[src/assert_macros.svh]
// concurrent assertion macros shared by the rtl
`ifndef ASSERT_MACROS_SVH
`define ASSERT_MACROS_SVH

// property that must hold at every clock edge outside reset
`define ASSERT_ALWAYS(label, clk, rst_n, prop, msg) \
  label: assert property (@(posedge clk) disable iff (!rst_n) (prop)) else $error(msg);

// antecedent implies consequent in the same cycle
`define ASSERT_IMPLY(label, clk, rst_n, ante, cons, msg) \
  label: assert property (@(posedge clk) disable iff (!rst_n) (ante) |-> (cons)) \
    else $error(msg);

// antecedent implies consequent in the cycle after
`define ASSERT_NEXT(label, clk, rst_n, ante, cons, msg) \
  label: assert property (@(posedge clk) disable iff (!rst_n) (ante) |=> (cons)) \
    else $error(msg);

`endif

[src/hltf_pkg.sv]
// shared widths, register indexes and reset values of the framer
package hltf_pkg;

  localparam int unsigned ByteW  = 8;
  localparam int unsigned PosW   = 17;
  localparam int unsigned LenW   = 16;
  localparam int unsigned CfgIdxW = 2;

  // register indexes of the configuration port
  localparam logic [CfgIdxW-1:0] RegHeadFirst   = 2'd0;
  localparam logic [CfgIdxW-1:0] RegHeadSecond  = 2'd1;
  localparam logic [CfgIdxW-1:0] RegHeadConfirm = 2'd2;
  localparam logic [CfgIdxW-1:0] RegTailByte    = 2'd3;

  // register reset values
  localparam logic [ByteW-1:0] HeadFirstRst   = 8'h53;
  localparam logic [ByteW-1:0] HeadSecondRst  = 8'h54;
  localparam logic [ByteW-1:0] HeadConfirmRst = 8'hFF;
  localparam logic [ByteW-1:0] TailByteRst    = 8'h45;

  // frame positions
  localparam logic [PosW-1:0] PosHead0  = 17'd0;
  localparam logic [PosW-1:0] PosHead1  = 17'd1;
  localparam logic [PosW-1:0] PosHead2  = 17'd2;
  localparam logic [PosW-1:0] PosLenHi  = 17'd3;
  localparam logic [PosW-1:0] PosLenLo  = 17'd4;
  localparam logic [PosW-1:0] PosPayload = 17'd5;

  // one result item
  typedef struct packed {
    logic              store_en;
    logic [PosW-1:0]   store_index;
    logic [ByteW-1:0]  store_data;
    logic              frame_done;
  } result_t;

endpackage

[src/hltf_if.sv]
// valid/ready channel interfaces of the framer
interface hltf_in_if;
  logic                         valid;
  logic                         ready;
  logic [hltf_pkg::ByteW-1:0]   rx_byte;

  modport source (output valid, output rx_byte, input ready);
  modport sink   (input valid, input rx_byte, output ready);
endinterface

interface hltf_out_if;
  logic                         valid;
  logic                         ready;
  logic                         store_en;
  logic [hltf_pkg::PosW-1:0]    store_index;
  logic [hltf_pkg::ByteW-1:0]   store_data;
  logic                         frame_done;

  modport source (output valid, output store_en, output store_index,
                  output store_data, output frame_done, input ready);
  modport sink   (input valid, input store_en, input store_index,
                  input store_data, input frame_done, output ready);
endinterface

interface hltf_cfg_if;
  logic                          valid;
  logic                          ready;
  logic [hltf_pkg::CfgIdxW-1:0]  index;
  logic [hltf_pkg::ByteW-1:0]    data;

  modport source (output valid, output index, output data, input ready);
  modport sink   (input valid, input index, input data, output ready);
endinterface

[src/header_length_tail_framer_top.sv]
// top level of the header, length, payload and tail framer
//
//  channel | dir | payload                                          | request moves
//  rx_i    | in  | rx_byte                                          | one received byte
//  st_o    | out | store_en, store_index, store_data, frame_done    | one buffer write report
//  cfg_i   | in  | index, data                                      | one register write
//
// every received byte is handled combinationally: header compare, length capture and the
// tail compare sit between the frame state and a single result register
// a new request is taken each cycle while the result register is empty or drained
// reset returns to the first header search and loads the default match bytes
// a stalled result holds st_o and stops rx_i; cfg_i is always ready
`include "assert_macros.svh"

module header_length_tail_framer_top (
  input  logic          clk_i,
  input  logic          rst_ni,
  hltf_in_if.sink       rx_i,
  hltf_out_if.source    st_o,
  hltf_cfg_if.sink      cfg_i
);

  // match registers
  logic [hltf_pkg::ByteW-1:0] head_first_q, head_second_q, head_confirm_q, tail_byte_q;

  // frame state
  logic [hltf_pkg::PosW-1:0] pos_q, pos_d;
  logic [hltf_pkg::LenW-1:0] len_q, len_d;
  logic [hltf_pkg::PosW-1:0] tail_pos;

  // result register
  logic              out_valid_q;
  hltf_pkg::result_t res_q, res_d;

  logic rx_acc;
  logic [hltf_pkg::ByteW-1:0] b;

  // terms for the checks
  logic res_vld_done;
  logic res_vld_skip;
  logic res_fields_zero;

  assign b           = rx_i.rx_byte;
  assign rx_i.ready  = !out_valid_q || st_o.ready;
  assign rx_acc      = rx_i.valid && rx_i.ready;
  assign cfg_i.ready = 1'b1;

  // tail sits right after the payload
  assign tail_pos = hltf_pkg::PosW'(len_q) + hltf_pkg::PosPayload;

  // next frame state and result for the byte at the input
  always_comb begin
    pos_d = pos_q;
    len_d = len_q;
    res_d = '0;
    case (pos_q)
      hltf_pkg::PosHead0: begin
        if (b == head_first_q) begin
          res_d.store_en = 1'b1;
          pos_d          = hltf_pkg::PosHead1;
        end
      end
      hltf_pkg::PosHead1: begin
        if (b == head_second_q) begin
          res_d.store_en = 1'b1;
          pos_d          = hltf_pkg::PosHead2;
        end
      end
      hltf_pkg::PosHead2: begin
        if (b == head_confirm_q) begin
          res_d.store_en = 1'b1;
          pos_d          = hltf_pkg::PosLenHi;
        end
      end
      hltf_pkg::PosLenHi: begin
        len_d          = {b, len_q[hltf_pkg::ByteW-1:0]};
        res_d.store_en = 1'b1;
        pos_d          = hltf_pkg::PosLenLo;
      end
      hltf_pkg::PosLenLo: begin
        len_d          = {len_q[hltf_pkg::LenW-1:hltf_pkg::ByteW], b};
        res_d.store_en = 1'b1;
        pos_d          = hltf_pkg::PosPayload;
      end
      default: begin
        if (pos_q < tail_pos) begin
          // payload byte
          res_d.store_en = 1'b1;
          pos_d          = pos_q + hltf_pkg::PosW'(1);
        end else begin
          // tail: a good one closes the frame, a bad one drops it
          if (b == tail_byte_q) begin
            res_d.store_en   = 1'b1;
            res_d.frame_done = 1'b1;
          end
          pos_d = hltf_pkg::PosHead0;
        end
      end
    endcase
    if (res_d.store_en) begin
      res_d.store_index = pos_q;
      res_d.store_data  = b;
    end
  end

  // configuration registers
  always_ff @(posedge clk_i or negedge rst_ni) begin
    if (!rst_ni) begin
      head_first_q   <= hltf_pkg::HeadFirstRst;
      head_second_q  <= hltf_pkg::HeadSecondRst;
      head_confirm_q <= hltf_pkg::HeadConfirmRst;
      tail_byte_q    <= hltf_pkg::TailByteRst;
    end else if (cfg_i.valid && cfg_i.ready) begin
      case (cfg_i.index)
        hltf_pkg::RegHeadFirst:   head_first_q   <= cfg_i.data;
        hltf_pkg::RegHeadSecond:  head_second_q  <= cfg_i.data;
        hltf_pkg::RegHeadConfirm: head_confirm_q <= cfg_i.data;
        hltf_pkg::RegTailByte:    tail_byte_q    <= cfg_i.data;
        default: ;
      endcase
    end
  end

  // frame state and result valid
  always_ff @(posedge clk_i or negedge rst_ni) begin
    if (!rst_ni) begin
      pos_q       <= hltf_pkg::PosHead0;
      len_q       <= '0;
      out_valid_q <= 1'b0;
    end else begin
      if (rx_acc) begin
        pos_q       <= pos_d;
        len_q       <= len_d;
        out_valid_q <= 1'b1;
      end else if (st_o.ready) begin
        out_valid_q <= 1'b0;
      end
    end
  end

  // result payload
  always_ff @(posedge clk_i) begin
    if (rx_acc) begin
      res_q <= res_d;
    end
  end

  assign st_o.valid       = out_valid_q;
  assign st_o.store_en    = res_q.store_en;
  assign st_o.store_index = res_q.store_index;
  assign st_o.store_data  = res_q.store_data;
  assign st_o.frame_done  = res_q.frame_done;

  // checks
  assign res_vld_done    = out_valid_q && res_q.frame_done;
  assign res_vld_skip    = out_valid_q && !res_q.store_en;
  assign res_fields_zero = (res_q.store_index == '0) && (res_q.store_data == '0);

  `ASSERT_ALWAYS(a_pos_in_frame, clk_i, rst_ni, pos_q <= tail_pos, "position past tail")
  `ASSERT_IMPLY(a_done_stores, clk_i, rst_ni, res_vld_done, res_q.store_en, "done without store")
  `ASSERT_IMPLY(a_idle_zero, clk_i, rst_ni, res_vld_skip, res_fields_zero, "fields without store")
  `ASSERT_NEXT(a_accept_result, clk_i, rst_ni, rx_acc, out_valid_q, "no result after accept")

endmodule

[src/flat_wrapper.sv]
// flat-port wrapper written by rule: the top's interface ports become plain ports
module header_length_tail_framer_top_flat 
  (clk_i, rst_ni, rx_i_valid, rx_i_rx_byte, rx_i_ready, st_o_valid, st_o_store_en, st_o_store_index, st_o_store_data, st_o_frame_done, st_o_ready, cfg_i_valid, cfg_i_index, cfg_i_data, cfg_i_ready);
  hltf_in_if rx_i_i ();
  hltf_out_if st_o_i ();
  hltf_cfg_if cfg_i_i ();
  input  logic clk_i;
  input  logic rst_ni;
  input wire logic [$bits(rx_i_i.valid)-1:0] rx_i_valid;
  input wire logic [$bits(rx_i_i.rx_byte)-1:0] rx_i_rx_byte;
  output wire logic [$bits(rx_i_i.ready)-1:0] rx_i_ready;
  output wire logic [$bits(st_o_i.valid)-1:0] st_o_valid;
  output wire logic [$bits(st_o_i.store_en)-1:0] st_o_store_en;
  output wire logic [$bits(st_o_i.store_index)-1:0] st_o_store_index;
  output wire logic [$bits(st_o_i.store_data)-1:0] st_o_store_data;
  output wire logic [$bits(st_o_i.frame_done)-1:0] st_o_frame_done;
  input wire logic [$bits(st_o_i.ready)-1:0] st_o_ready;
  input wire logic [$bits(cfg_i_i.valid)-1:0] cfg_i_valid;
  input wire logic [$bits(cfg_i_i.index)-1:0] cfg_i_index;
  input wire logic [$bits(cfg_i_i.data)-1:0] cfg_i_data;
  output wire logic [$bits(cfg_i_i.ready)-1:0] cfg_i_ready;
  assign rx_i_i.valid = rx_i_valid;
  assign rx_i_i.rx_byte = rx_i_rx_byte;
  assign rx_i_ready = rx_i_i.ready;
  assign st_o_valid = st_o_i.valid;
  assign st_o_store_en = st_o_i.store_en;
  assign st_o_store_index = st_o_i.store_index;
  assign st_o_store_data = st_o_i.store_data;
  assign st_o_frame_done = st_o_i.frame_done;
  assign st_o_i.ready = st_o_ready;
  assign cfg_i_i.valid = cfg_i_valid;
  assign cfg_i_i.index = cfg_i_index;
  assign cfg_i_i.data = cfg_i_data;
  assign cfg_i_ready = cfg_i_i.ready;
  header_length_tail_framer_top u_core (.clk_i(clk_i), .rst_ni(rst_ni), .rx_i(rx_i_i), .st_o(st_o_i), .cfg_i(cfg_i_i));
endmodule
[config.mk]
export PLATFORM = sky130hd
export DESIGN_NAME = header_length_tail_framer_top_flat
export DESIGN_NICKNAME = d
export VERILOG_FILES = /design/src/hltf_pkg.sv /design/src/hltf_if.sv /design/src/header_length_tail_framer_top.sv /design/src/flat_wrapper.sv
export VERILOG_INCLUDE_DIRS = /design/src /design/src/src
export SDC_FILE = /design/constraint.sdc
export NUM_CORES = 1
export LEC_CHECK = 0
export BUFFER_PORTS_ARGS = -buffer_cell sky130_fd_sc_hd__buf_2
export CAP_MARGIN = 25
export CORE_ASPECT_RATIO = 1.25
export CORE_MARGIN = 5
export CORE_UTILIZATION = 61
export CTS_BUF_LIST = sky130_fd_sc_hd__clkbuf_8
export DETAILED_ROUTE_END_ITERATION = 8
export GPL_TIMING_DRIVEN = 1
export PLACE_DENSITY = 0.8
export SYNTH_ARGS = -nofsm -noshare
export SYNTH_HDL_FRONTEND = slang
export SYNTH_SLANG_ARGS = --single-unit
[constraint.sdc]
create_clock -name clk_i -period 4.1 [get_ports clk_i]
set_input_delay 0.82 -clock clk_i [delete_from_list [all_inputs] [get_ports clk_i]]
set_output_delay 0.82 -clock clk_i [all_outputs]
set_load 0.02 [all_outputs]
==> results.md, run 1 <==
- Initial antenna violation count: 0
- Post-Syn Area: 5090 sq um
- DP Worst Slack: approximately 0.64 ns
- Clk_lat worst skew: 0.37 ns
- Global-route wire length before repair: 18400 um
- Register area share after synthesis: 48.8%
- 1st-iter DRT viols: 193
- CTS tree: yes
- Inst Count DP: 576
- Max_cap viols: 0
- Final setup viols: 0
- Worst min-delay path class: primary input to async pin
- Synth Instances: 445
- Final min period: ~3.5 ns
- Crit path launch type: flop
- Synthesized area per cell: 11.4 sq um
- Area Overhead vs Synth: 9.22%
- Crit path cell chain: and3_1 -> nand3_1 -> nor3_1 -> nand3_1 -> xor2_1 -> ha_1 -> a21o_1 -> a21o_1 -> a221oi_1 -> o41a_1 -> buf_4 -> nand3_4 -> o22ai_2
- Overflow after GRT: 0
- Leak: 2.27 nW
- Detailed-route via count: around 3.6k
- Hpwl dp: 8440 um
- Slowest cell on crit path: dfrtp_1
- Synth async-reset ratio: between 70% and 80%
- Critical Path End Type: flop
- Worst EP arrival: approximately 3.8 ns
- Placed cell areas: 5370 sq um
- Setup TNS: 0 ns
- Number of remaining DRC errors: 0
- Most common cell after layout, fill and taps aside: buf_2
- FP Rows: 37
- First-pass DRT Iterations: 5
- Resized Gates After CTS: 0
- Actual slew at the worst max-slew pin: 0.711 ns
- Final Worst Setup Slack: 0.621 ns
- Most frequent cells in the layout: buf_2, mux2_2, dfrtp_1, xnor2_1, edfxtp_1
- Routed WL: 11200 um
- Clock sinks: just over 90
- Clock Skews: 0.00993 ns
- Core area: 8190 sq um
- Vert. Die Dim: 112 um
- GRT Total Usage: approximately 23%
- Share of layout cells above drive strength 1: 30.0%
- Nets: 535
- Syn. warnings: 0
- FF+latch count, synth: 93
- Die Footprint: 10300 sq um
- Vias in the first global route: 3723
- Die Wd: a little over 90 um
- Final Wtd Congestion: about 0.86
- Predominant post-synthesis flop cell: dfrtp_1
- Largest net degree at the start of global routing: 43
- Status: completed
- Final ANT Viol Nets: 0
- Peak supply drop: 0.284 mV
- Start point of the critical path: u_core.len_q[5]
- Final Cycle Share: roughly 85%
- Wire per inst: 18.8 um
- Non-Filler Cell Area, Final: about 5600 sq um
- Fillers: 622
- Setup Fix Bufs, Post-CTS: 0
- Initial Utilization: 62.1%
- Clock edge transition at the registers on the reported setup and hold paths: around 0.08 ns
- Fmax achieved: 287 MHz
- Number of port buffers: 51
- H-tree depth: 3
- CTS buffer count: 9
- Via density per instance: 6.08
- Post-synth EDFFs: 27
- Layout Cells excl Fill: 593
- Syn Nets: 489
- Max-slew violation count: 0
- # diodes: 0
- Num ports: 53
- CP required: 4.39 ns
- RSZ-0062 raised after global routing: no
- Max_slew headroom: 52.3%
- Critical path class: flop to flop
- Tot Pwr: roughly 0.0037 W
- R2R Path Start: u_core.len_q[5]
- Netlist cell types: 50
- Final hold violations: 0
- Critical Path Fanout Max: 11
- CTS Hold Bufs: 0
- CTS root buf: clkbuf_8
- Slowest stage delay, CP: 0.42 ns
- CTS Buffer Depth: 2
- PwrDens: 669 nW/um^2
path summary, 6_finish.rpt:
| kind | cells past startpoint | to | slack (ns) |
|---|---|---|---|
| setup / recovery | 13 | u_core.pos_q[4] | 0.62 |
| hold / removal | 1 | u_core.head_confirm_q[1] | 0.45 |
| setup reg to reg | 13 | u_core.pos_q[4] | 0.62 |
| hold reg to reg | 1 | u_core.tail_byte_q[5] | 0.53 |
| max in group asynchronous | 2 | u_core.len_q[13] | 3.31 |
| min in group clk_i | 1 | u_core.tail_byte_q[5] | 0.53 |
Yosys cell counts (3+ instances only):
cell type	n	area share (%)
and3_1	3	0.37
nand4_1	16	2.0
a21boi_1	5	0.74
nand3_1	18	1.8
and4_1	3	0.52
nor4_2	3	0.74
o22ai_1	8	0.98
a21oi_1	26	2.6
a31oi_1	10	1.2
xnor2_1	30	5.2
a21boi_0	6	0.89
buf_4	5	0.74
xor2_1	20	3.4
nand2b_1	4	0.49
nor2_1	14	1.0
dfrtp_1	48	24
edfxtp_1	27	16
o21ai_0	9	0.89
nor3_1	6	0.59
and2_1	3	0.37
mux2_2	48	11
ha_1	21	5.2
clkbuf_1	3	0.22
nor4_1	3	0.37
o211ai_1	4	0.59
nand2_1	23	1.7
dfstp_2	18	9.3
inv_1	21	1.5
buf_2	11	1.1
a21o_1	4	0.59
layout make-up:
type                       count  area (sq um)  share of cell area (%)
clock buffer                  10           138                    2.48
clock inverter                 6          31.3                   0.563
inverter                      21          78.8                    1.42
multi-input combinational    310          2400                    43.1
sequential                    93          2480                    44.7
tap                           97           121                    2.18
timing repair buffer          56           305                    5.49
sequential cells by signal, summed over array words and instances, names as in the netlist:
signal and flops:
u_core.st_o.frame_done 1, u_core.tail_byte_q 8, u_core.st_o.store_en 1, u_core.st_o.store_data 8, u_core.st_o.valid 1, u_core.len_q 16
u_core.st_o.store_index 17, u_core.pos_q 17, u_core.head_second_q 8, u_core.head_first_q 8, u_core.head_confirm_q 8
stage by stage:
step                util, %  hold slack (ns)
detailed placement     65.5            0.517
finish                 67.8            0.452
global placement       65.5            0.508
floorplan                 -            0.501
CTS                    67.6            0.537
global route           67.8            0.438
critical path: cells and delay by family (launching register included):
kind	cells	cell delay [ns]
AO/OA/AOI/OAI	5	1.27
AND/OR/NAND/NOR	5	1.00
flip-flops	1	0.42
adder cells (fa/ha/maj)	1	0.30
buffers and inverters	1	0.26
XOR/XNOR	1	0.16
layer usage:
metal / global-route usage, % / wire length (um) / vias up
li1: - / - / 1705
met1: 25.9 / 4310 / 1778
met2: 42.2 / 6190 / 95
met3: 2.68 / 374 / 25
met4: 10.6 / 299 / 0
met5: 0 / 0 / -
power by group:
part | leakage, nW | switching [W] | internal, W
combinational | 1.11 | 0.000977 | 0.000653
clock | 0.100 | 0.000311 | 0.000231
sequential | 1.06 | 0.000262 | 0.00128
total | 2.27 | 0.00155 | 0.00217
cells by family after synthesis:
family                   after synthesis  synth area share [%]
other                                  1                0.0737
adder cells (fa/ha/maj)               21                  5.16
buffers and inverters                 42                  4.03
AO/OA/AOI/OAI                         84                  10.8
XOR/XNOR                              50                  8.61
multiplexers                          48                  10.6
AND/OR/NAND/NOR                      106                  11.9
flip-flops                            93                  48.8
Note: power is estimated with default switching activity, not from simulation.
==> inputs of run 2 (changes only) <==
--- a/config.mk
+++ b/config.mk
@@ -6,15 +6,16 @@
 export SDC_FILE = /design/constraint.sdc
 export NUM_CORES = 1
 export LEC_CHECK = 0
+export ABC_AREA = 1
 export BUFFER_PORTS_ARGS = -buffer_cell sky130_fd_sc_hd__buf_2
 export CAP_MARGIN = 25
 export CORE_ASPECT_RATIO = 1.25
 export CORE_MARGIN = 5
-export CORE_UTILIZATION = 61
+export CORE_UTILIZATION = 62
 export CTS_BUF_LIST = sky130_fd_sc_hd__clkbuf_8
 export DETAILED_ROUTE_END_ITERATION = 8
 export GPL_TIMING_DRIVEN = 1
-export PLACE_DENSITY = 0.8
+export PLACE_DENSITY = 0.81
 export SYNTH_ARGS = -nofsm -noshare
 export SYNTH_HDL_FRONTEND = slang
 export SYNTH_SLANG_ARGS = --single-unit
==> constraint.sdc (replaced) <==
create_clock -name clk_i -period 3.6 [get_ports clk_i]
set_input_delay 0.72 -clock clk_i [delete_from_list [all_inputs] [get_ports clk_i]]
set_output_delay 0.72 -clock clk_i [all_outputs]
set_load 0.02 [all_outputs]
==> results.md, run 2 <==
- Status: completed
- Global-route wire length before repair: approximately 21000 um
- Most frequent cells in the layout: nand2_1, nor2_1, o21ai_0, inv_1, buf_2
- Max-slew violation count: 0
- Setup Fix Bufs, Post-CTS: 0
- Nets: 741
- # diodes: 0
- Critical Path Fanout Max: 26
- Tot Pwr: 0.00362 W
- CP most frequent cell: nor2_1
- Clock sinks: slightly above 90
- Reg2reg path depth: 18
- Clock edge transition at the registers on the reported setup and hold paths: approximately 0.09 ns
- Number of remaining DRC errors: 0
- Top-count cell post-synth: nand2_1
- Syn Nets: 698
- Clock Skews: 0.00843 ns
- Via density per instance: 5.47
- FP Rows: 38
- Final min period: 3.19 ns
- Number of port buffers: 51
- Final Cycle Share: slightly below 90%
- Crit path launch type: flop
- Slowest cell on crit path: dfrtp_1
- Slowest stage delay, CP: 0.40 ns
- Overflow after GRT: 0
- 1st-iter DRT viols: 302
- Post-Syn Area: 5530 sq um
- Most common cell after layout, fill and taps aside: nand2_1
- Wire per inst: 15.7 um
- GRT Total Usage: 25.3%
- Num ports: 53
- Final setup viols: 0
- CTS tree: yes
- Initial Utilization: 63.6%
- PwrDens: 599 nW/um^2
- Reg2reg end: u_core.st_o.store_index[5]
- Vias in the first global route: approximately 4.7k
- Max_cap viols: 0
- CTS root buf: clkbuf_8
- CTS buffer count: 9
- Critical Path End Type: flop
- FF+latch count, synth: slightly above 90
- RSZ-0062 raised after global routing: no
- Final hold violations: 0
- Routed WL: between 10000 and 15000 um
- Critical path class: flop to flop
- Setup TNS: 0 ns
- Vert. Die Dim: 116 um
- Area contributors post-synth: dfrtp_1, edfxtp_1, nand2_1
- Predominant post-synthesis flop cell: dfrtp_1
- Netlist cell types: 37
- Core area: 8700 sq um
- Leak: 2.84 nW
- Worst EP arrival: 3.28 ns
- Die Footprint: ~11000 sq um
- Initial antenna violation count: 0
- Synth async-reset ratio: 71.0%
- Syn. warnings: 0
- FF-to-FF setup slack: 0.41 ns
- Register area share after synthesis: 44.9%
- Clk_lat worst skew: ~0.37 ns
- Share of layout cells above drive strength 1: a little under a fifth
- Post-synth EDFFs: 27
- Detailed-route via count: between 4k and 5k
- Max_slew headroom: 41.5%
- Die Wd: around 94 um
- Synthesized area per cell: around 8.5 sq um
- Actual slew at the worst max-slew pin: 0.878 ns
- H-tree depth: 3
- CP required: 3.69 ns
- CTS Hold Bufs: 0
- Synth top cells by count: nand2_1, nor2_1, o21ai_0, inv_1, dfrtp_1
- Largest net degree at the start of global routing: 36
- R2R Path Start: u_core.len_q[0]
- Crit path cell chain: ha_1 -> nor2_1 -> nor2_1 -> nand3_1 -> nor2_1 -> nand3_1 -> nor3_2 -> nand3_1 -> ha_1 -> nand2_1 -> nor2_1 -> nand2_1 -> nor2_1 -> nor2_1 -> nand2_1 -> nand2_1 -> nand2_8 -> a21oi_1
- Area Overhead vs Synth: 9.27%
- Final ANT Viol Nets: 0
- Resized Gates After CTS: 0
- Synth Instances: 654
- Hpwl dp: around 9600 um
- CTS Buffer Depth: 2
- First-pass DRT Iterations: 5
- Post-synth top area share: 21.7%
- Peak supply drop: 0.320 mV
- Final Wtd Congestion: between 0.9 and 1
- Yosys top cell by area: dfrtp_1
- Worst min-delay path class: primary input to async pin
- Fmax achieved: 314 MHz
[run 2: changes by cell type in the layout (fill, tap and decap cells not counted), moves of 8 or more]
| cell | before | now |
|---|---|---|
| a21oi_2 | 0 | 10 |
| a31oi_1 | 10 | 0 |
| inv_1 | 24 | 56 |
| mux2_2 | 48 | 0 |
| nand2_1 | 23 | 166 |
| nand4_1 | 16 | 7 |
| nor2_1 | 14 | 64 |
| o21ai_0 | 9 | 60 |
| o22ai_1 | 8 | 0 |
| xnor2_1 | 30 | 16 |
| xor2_1 | 20 | 38 |
[run 2: how the worst max path moves through the flow]
stage	to	start	cells after the start
floorplan	u_core.st_o.store_index[16]	u_core.len_q[0]	19
global placement	u_core.st_o.store_index[15]	u_core.len_q[0]	18
detailed placement	u_core.st_o.store_data[0]	u_core.len_q[0]	18
CTS	u_core.st_o.store_index[10]	u_core.len_q[0]	18
global route	u_core.st_o.store_data[0]	u_core.len_q[0]	18
finish	u_core.st_o.store_index[5]	u_core.len_q[0]	18
[run 2: routing by layer]
layer,wire length [um],track usage (%)
met5,0,0
met4,463,12.6
met3,643,4.81
met2,6960,47.5
met1,4810,26.8
[run 2: cell families (layout without fill, tap and decap cells)]
logic type,count (synthesis),count (layout),share of synthesized area (%)
AOI/OAI and AO/OA,101,101,10.0
xor gates and xnor gates,54,54,8.55
adders and majority gates,21,21,4.75
buffers and inverters,83,131,7.10
DFF,93,93,44.9
other,1,1,0.0678
and+or+nand+nor,301,301,24.6
[run 2: layout make-up]
class,count,area (sq um)
fillers,709,2660
well taps,120,150
inverters,60,225
clock inverters,6,93.8
multi-input cells,478,2670
repair buffers,55,285
flip-flops and latches,93,2480
clock buffers,10,138
[run 2: where the power goes]
part	leakage, nW	internal [W]	switching, W	total (W)
registers	1.09	0.00132	0.000175	0.00150
logic	1.64	0.000436	0.000879	0.00131
clock network	0.113	0.000416	0.000393	0.000809
total	2.84	0.00217	0.00145	0.00362
[run 2: worst max-delay path: cells and delay by family, from the launching register on]
kind / cells / cell delay, ns
flops: 1 / 0.40
fa+ha+maj: 2 / 0.52
simple gates: 15 / 1.90
compound gates: 1 / 0.11
[run 2: per-stage QoR]
stage / instance area [sq um] / hold WS, ns / worst slack (ns) / util (%) / cells
2_1_floorplan: 5530 / 0.424 / 0.621 / - / 654
3_3_place_gp: 5800 / 0.483 / 0.483 / 66.7 / 806
3_5_place_dp: 5800 / 0.491 / 0.311 / 66.7 / 806
4_1_cts: 6030 / 0.476 / 0.273 / 69.3 / 822
5_1_grt: 6040 / 0.510 / 0.0534 / 69.5 / 822
6_report: 6040 / 0.456 / 0.412 / 69.5 / 822
